<file path="config.mk">
export PLATFORM = sky130hd
export DESIGN_NAME = cru_ram
export DESIGN_NICKNAME = d
export VERILOG_FILES = /design/src/rtl/core/cru_ram.sv
export SDC_FILE = /design/constraint.sdc
export NUM_CORES = 1
export LEC_CHECK = 0
export BUFFER_PORTS_ARGS = -buffer_cell sky130_fd_sc_hd__buf_4
export CORE_MARGIN = 1.5
export CORE_UTILIZATION = 40
export DETAILED_ROUTE_END_ITERATION = 16
export GPL_TIMING_DRIVEN = 0
export HOLD_SLACK_MARGIN = 0.05
export PLACE_DENSITY = 0.56
export SKIP_LAST_GASP = 1
export SYNTH_ARGS = -nofsm -noshare
export SYNTH_HDL_FRONTEND = slang
export SYNTH_SLANG_ARGS = --single-unit
</file>
<file path="constraint.sdc">
create_clock -name clock -period 1.4 [get_ports clock]
set_input_delay 0.07 -clock clock [delete_from_list [all_inputs] [get_ports clock]]
set_output_delay 0.07 -clock clock [all_outputs]
set_load 0.03 [all_outputs]
</file>
<file path="src/rtl/core/cru_ram.sv">
// ---------------------------------------------------------------------------
// cru_ram
// Generic simple dual-port RAM, one write port, one registered read port.
// ---------------------------------------------------------------------------
module cru_ram #(
   parameter int WIDTH = 8,
   parameter int DEPTH = 16,
   parameter int AW    = $clog2(DEPTH)
) (
   input  logic             clock,
   input  logic             wr_en,
   input  logic [AW-1:0]    wr_addr,
   input  logic [WIDTH-1:0] wr_data,
   input  logic [AW-1:0]    rd_addr,
   output logic [WIDTH-1:0] rd_data
);
   logic [WIDTH-1:0] mem_ff [DEPTH];
   logic [WIDTH-1:0] rd_data_ff;

   always_ff @(posedge clock) begin
      if (wr_en) begin
         mem_ff[wr_addr] <= wr_data;
      end
      rd_data_ff <= mem_ff[rd_addr];
   end

   assign rd_data = rd_data_ff;
endmodule

</file>
==> impl_metrics.csv <==
group,metric,value,unit
run_status,status,"complete, no violations",
detailed_routing,top_layer,"met4",
global_route,grt_max_degree,17,
timing,timing.final.max_slew_violations,0,
setup_path,cp.arrival,1650,ps
detailed_routing,vias_per_cell,5.10,
logic_synthesis,synth_top_area_cell,"edfxtp_1",
power_and_ir_drop,power_per_cell_area,1480,mW/mm2
clock_tree,cts_tree,"yes",
detailed_routing,num_vias,2370,
clock_tree,clock_sinks,136,
logic_synthesis,synthesis.instances,229,
detailed_routing,dr_wl_met3,450,um
layout,multi_input_comb_area,0.00111,mm2
clock_tree,clk_latency,410,ps
timing,fmax,735,MHz
clock_tree,clock_path_buffers,2,
die,die-area,0.0136,mm2
setup_path,cp_max_fo,1,
clock_tree,htree_levels,4,
die,rows,41,
die,core,0.0126,mm2
detailed_routing,dr.pass1.iters,4,
logic_synthesis,synth.avg_cell_area,22.5,um2
timing,finalHoldViolCount,0,
timing,fin_hold_ws,109,ps
timing,finalSetupViolCount,0,
detailed_routing,ant_nets,0,
layout,fin_cells,465,
clock_tree,numCtsBuffers,17,
layout,fin_nets,298,
detailed_routing,drtIter0Drc,159,
die,die_w,116,um
layout,diodes,0,
run,drv_cap,0,
setup_path,required,1690,ps
detailed_routing,wl_met2,4.76,mm
die,start_util,41.0,%
setup_path,cpMaxStageDelayCell,"mux4_1",
die,fp.dieH,116,um
layout,areaGrowthSynthToFinish,21.1,%
setup_path,crit_chain,"mux4_1 -> a22oi_1 -> nand2_1",
power_and_ir_drop,total_power,9.25,mW
detailed_routing,drcViolationCount,0,
place,port_buffers,24,
clock_tree,cts_root_buf,"clkbuf_16",
timing,skew,5.20,ps
logic_synthesis,yosysWarnings,0,
global_route,grt_pass1_vias,2351,
timing,min_period_over_period,97.2,%
clock_tree,post_cts_buffers,0,
worst_hold_path,min_path_type,"input pin to register",
logic_synthesis,synthTopCellsByArea,"edfxtp_1 (75%), mux4_2 (7.9%), mux4_1 (7.1%), dfxtp_1 (3.1%), a22oi_1 (2.3%)",
logic_synthesis,synth_fp_nets,247,
timing,grt_setup_unrepaired,"yes",
timing,max_slew_margin,44.9,%
place,gp_congestion,0.673,
place,place_area,0.00555,mm2
logic_synthesis,netlist_area,0.00515,mm2
layout,layout-drive-gt1-share,32.1,%
layout,regArea,0.00400,mm2
global_route,grt_pass1_wl,14.7,mm
setup_path,max_stage_delay,500,ps
detailed_routing,drt-met1-wl,4.55,mm
detailed_routing,finalWirelength,9.92,mm
power_and_ir_drop,power.leakage,2.09,nW
global_route,track_usage,16.4,%
layout,stdcell_area,0.00623,mm2
global_route,grt_overflow,0,
timing,fin_crit,1360,ps
detailed_routing,wl_per_cell,21.3,um
logic_synthesis,yosysSeqAreaShare,77.8,%
layout,num-fill-cells,1039,
setup_path,crit_type,"register to register",
timing,worst_pin_slew,824,ps
power_and_ir_drop,irDropWorstVdd,0.761,mV
setup_path,critPathLaunchType,"register",
logic_synthesis,yosys.area.top_type_share,74.7,%
logic_synthesis,ys_ff_latch,136,
clock_tree,path_clk_slew,50,ps
place,dp_cells,425,
place,dpl.hpwl,6.24,mm
die,io_pins,26,
global_route,antenna_found_initial,0,
logic_synthesis,yosysUniqueCellTypes,19,
setup_path,cp-end-kind,"register",
-- area by class of cell --
type | count | share of cell area [%]
timing repair buffer | 32 | 4.18
clock buffer | 22 | 7.77
multi-input combinational | 83 | 17.8
sequential | 136 | 64.2
buffer | 10 | 1.39
clock inverter | 10 | 1.20
tap | 172 | 3.45
-- worst paths after layout --
path	start	to	slack [ps]	cells after the start
setup reg to reg	mem_ff[9][2]	rd_data[2]	40	3
hold reg to reg	mem_ff[1][2]	rd_data[2]	690	3
hold / removal	wr_addr[0]	mem_ff[4][5]	110	2
setup / recovery	mem_ff[9][2]	rd_data[2]	40	3
-- critical path: cells and delay by family, from the launching register on --
family | cells | cell delay, ps
simple gates | 1 | 80
mux | 1 | 500
compound gates | 1 | 320
flops | 1 | 350
-- cell usage in the layout (no fill, tap or decap) --
master | Yosys | layout
dlygate4sd3_1 | 0 | 8
dfxtp_1 | 8 | 8
nor2_1 | 13 | 13
and2b_1 | 1 | 1
nor2b_1 | 1 | 1
clkbuf_8 | 0 | 4
bufinv_16 | 0 | 1
edfxtp_1 | 128 | 128
mux4_1 | 14 | 14
nand3b_1 | 2 | 2
mux4_2 | 18 | 18
or3b_2 | 1 | 1
clkdlybuf4s25_2 | 3 | 3
a22oi_2 | 0 | 6
nand2b_1 | 2 | 2
a22oi_1 | 16 | 10
and2_1 | 1 | 1
clkbuf_16 | 0 | 17
nand3_1 | 1 | 1
buf_4 | 1 | 25
clkbuf_1 | 0 | 1
nor3_2 | 0 | 4
nand2_1 | 9 | 9
buf_6 | 3 | 3
clkinv_2 | 0 | 9
buf_2 | 3 | 3
-- metal layers --
metal / global-route usage [%] / vias to the layer above
met3: 3.74 / 15
met4: 7.56 / 0
met2: 24.0 / 53
met5: 0 / -
li1: - / 1080
met1: 23.7 / 1222
-- where the power goes --
part | switching [mW] | internal (mW) | total, mW
logic | 0.317 | 0.230 | 0.548
clock network | 1.53 | 2.60 | 4.12
registers | 0.0211 | 4.55 | 4.58
total | 1.87 | 7.38 | 9.25
-- registers in the layout, summed over array words and instances (netlist names) --
signal	cells
mem_ff	128
rd_data	8
-- logic make-up (layout without fill, tap and decap cells) --
kind of cell    Yosys count  after routing  share of synthesized area [%]
flops                   136            136                           77.8
mux                      32             32                           15.0
simple gates             35             35                           3.18
buf+inv                  10             74                           1.68
compound gates           16             16                           2.33
-- Yosys cell counts, drive strengths merged --
cell type,n
a22oi,16
and2,1
and2b,1
buf,7
clkdlybuf4s25,3
dfxtp,8
edfxtp,128
mux4,32
nand2,9
nand2b,2
nand3,1
nand3b,2
nor2,13
nor2b,1
nor3,4
or3b,1
-- metrics by stage --
step / utilization (%) / setup slack (ps) / setup TNS, ps
2_1_floorplan: - / 63.9 / 0
3_3_place_gp: 44.1 / -520 / -26470
3_5_place_dp: 44.1 / -547 / -28090
4_1_cts: 49.3 / 18.6 / 0
5_1_grt: 49.6 / -18.3 / -238
6_report: 49.6 / 39.9 / 0
-- repair_timing --
action | CTS | global route
hold buffers | 8 | 0
hold endpoints to repair | 128 | 0
pin swaps | 0 | 1
endpoints found under the setup margin | 10 | 37
gates resized for setup | 3 | 6
Note: power is estimated with default switching activity, not from simulation.
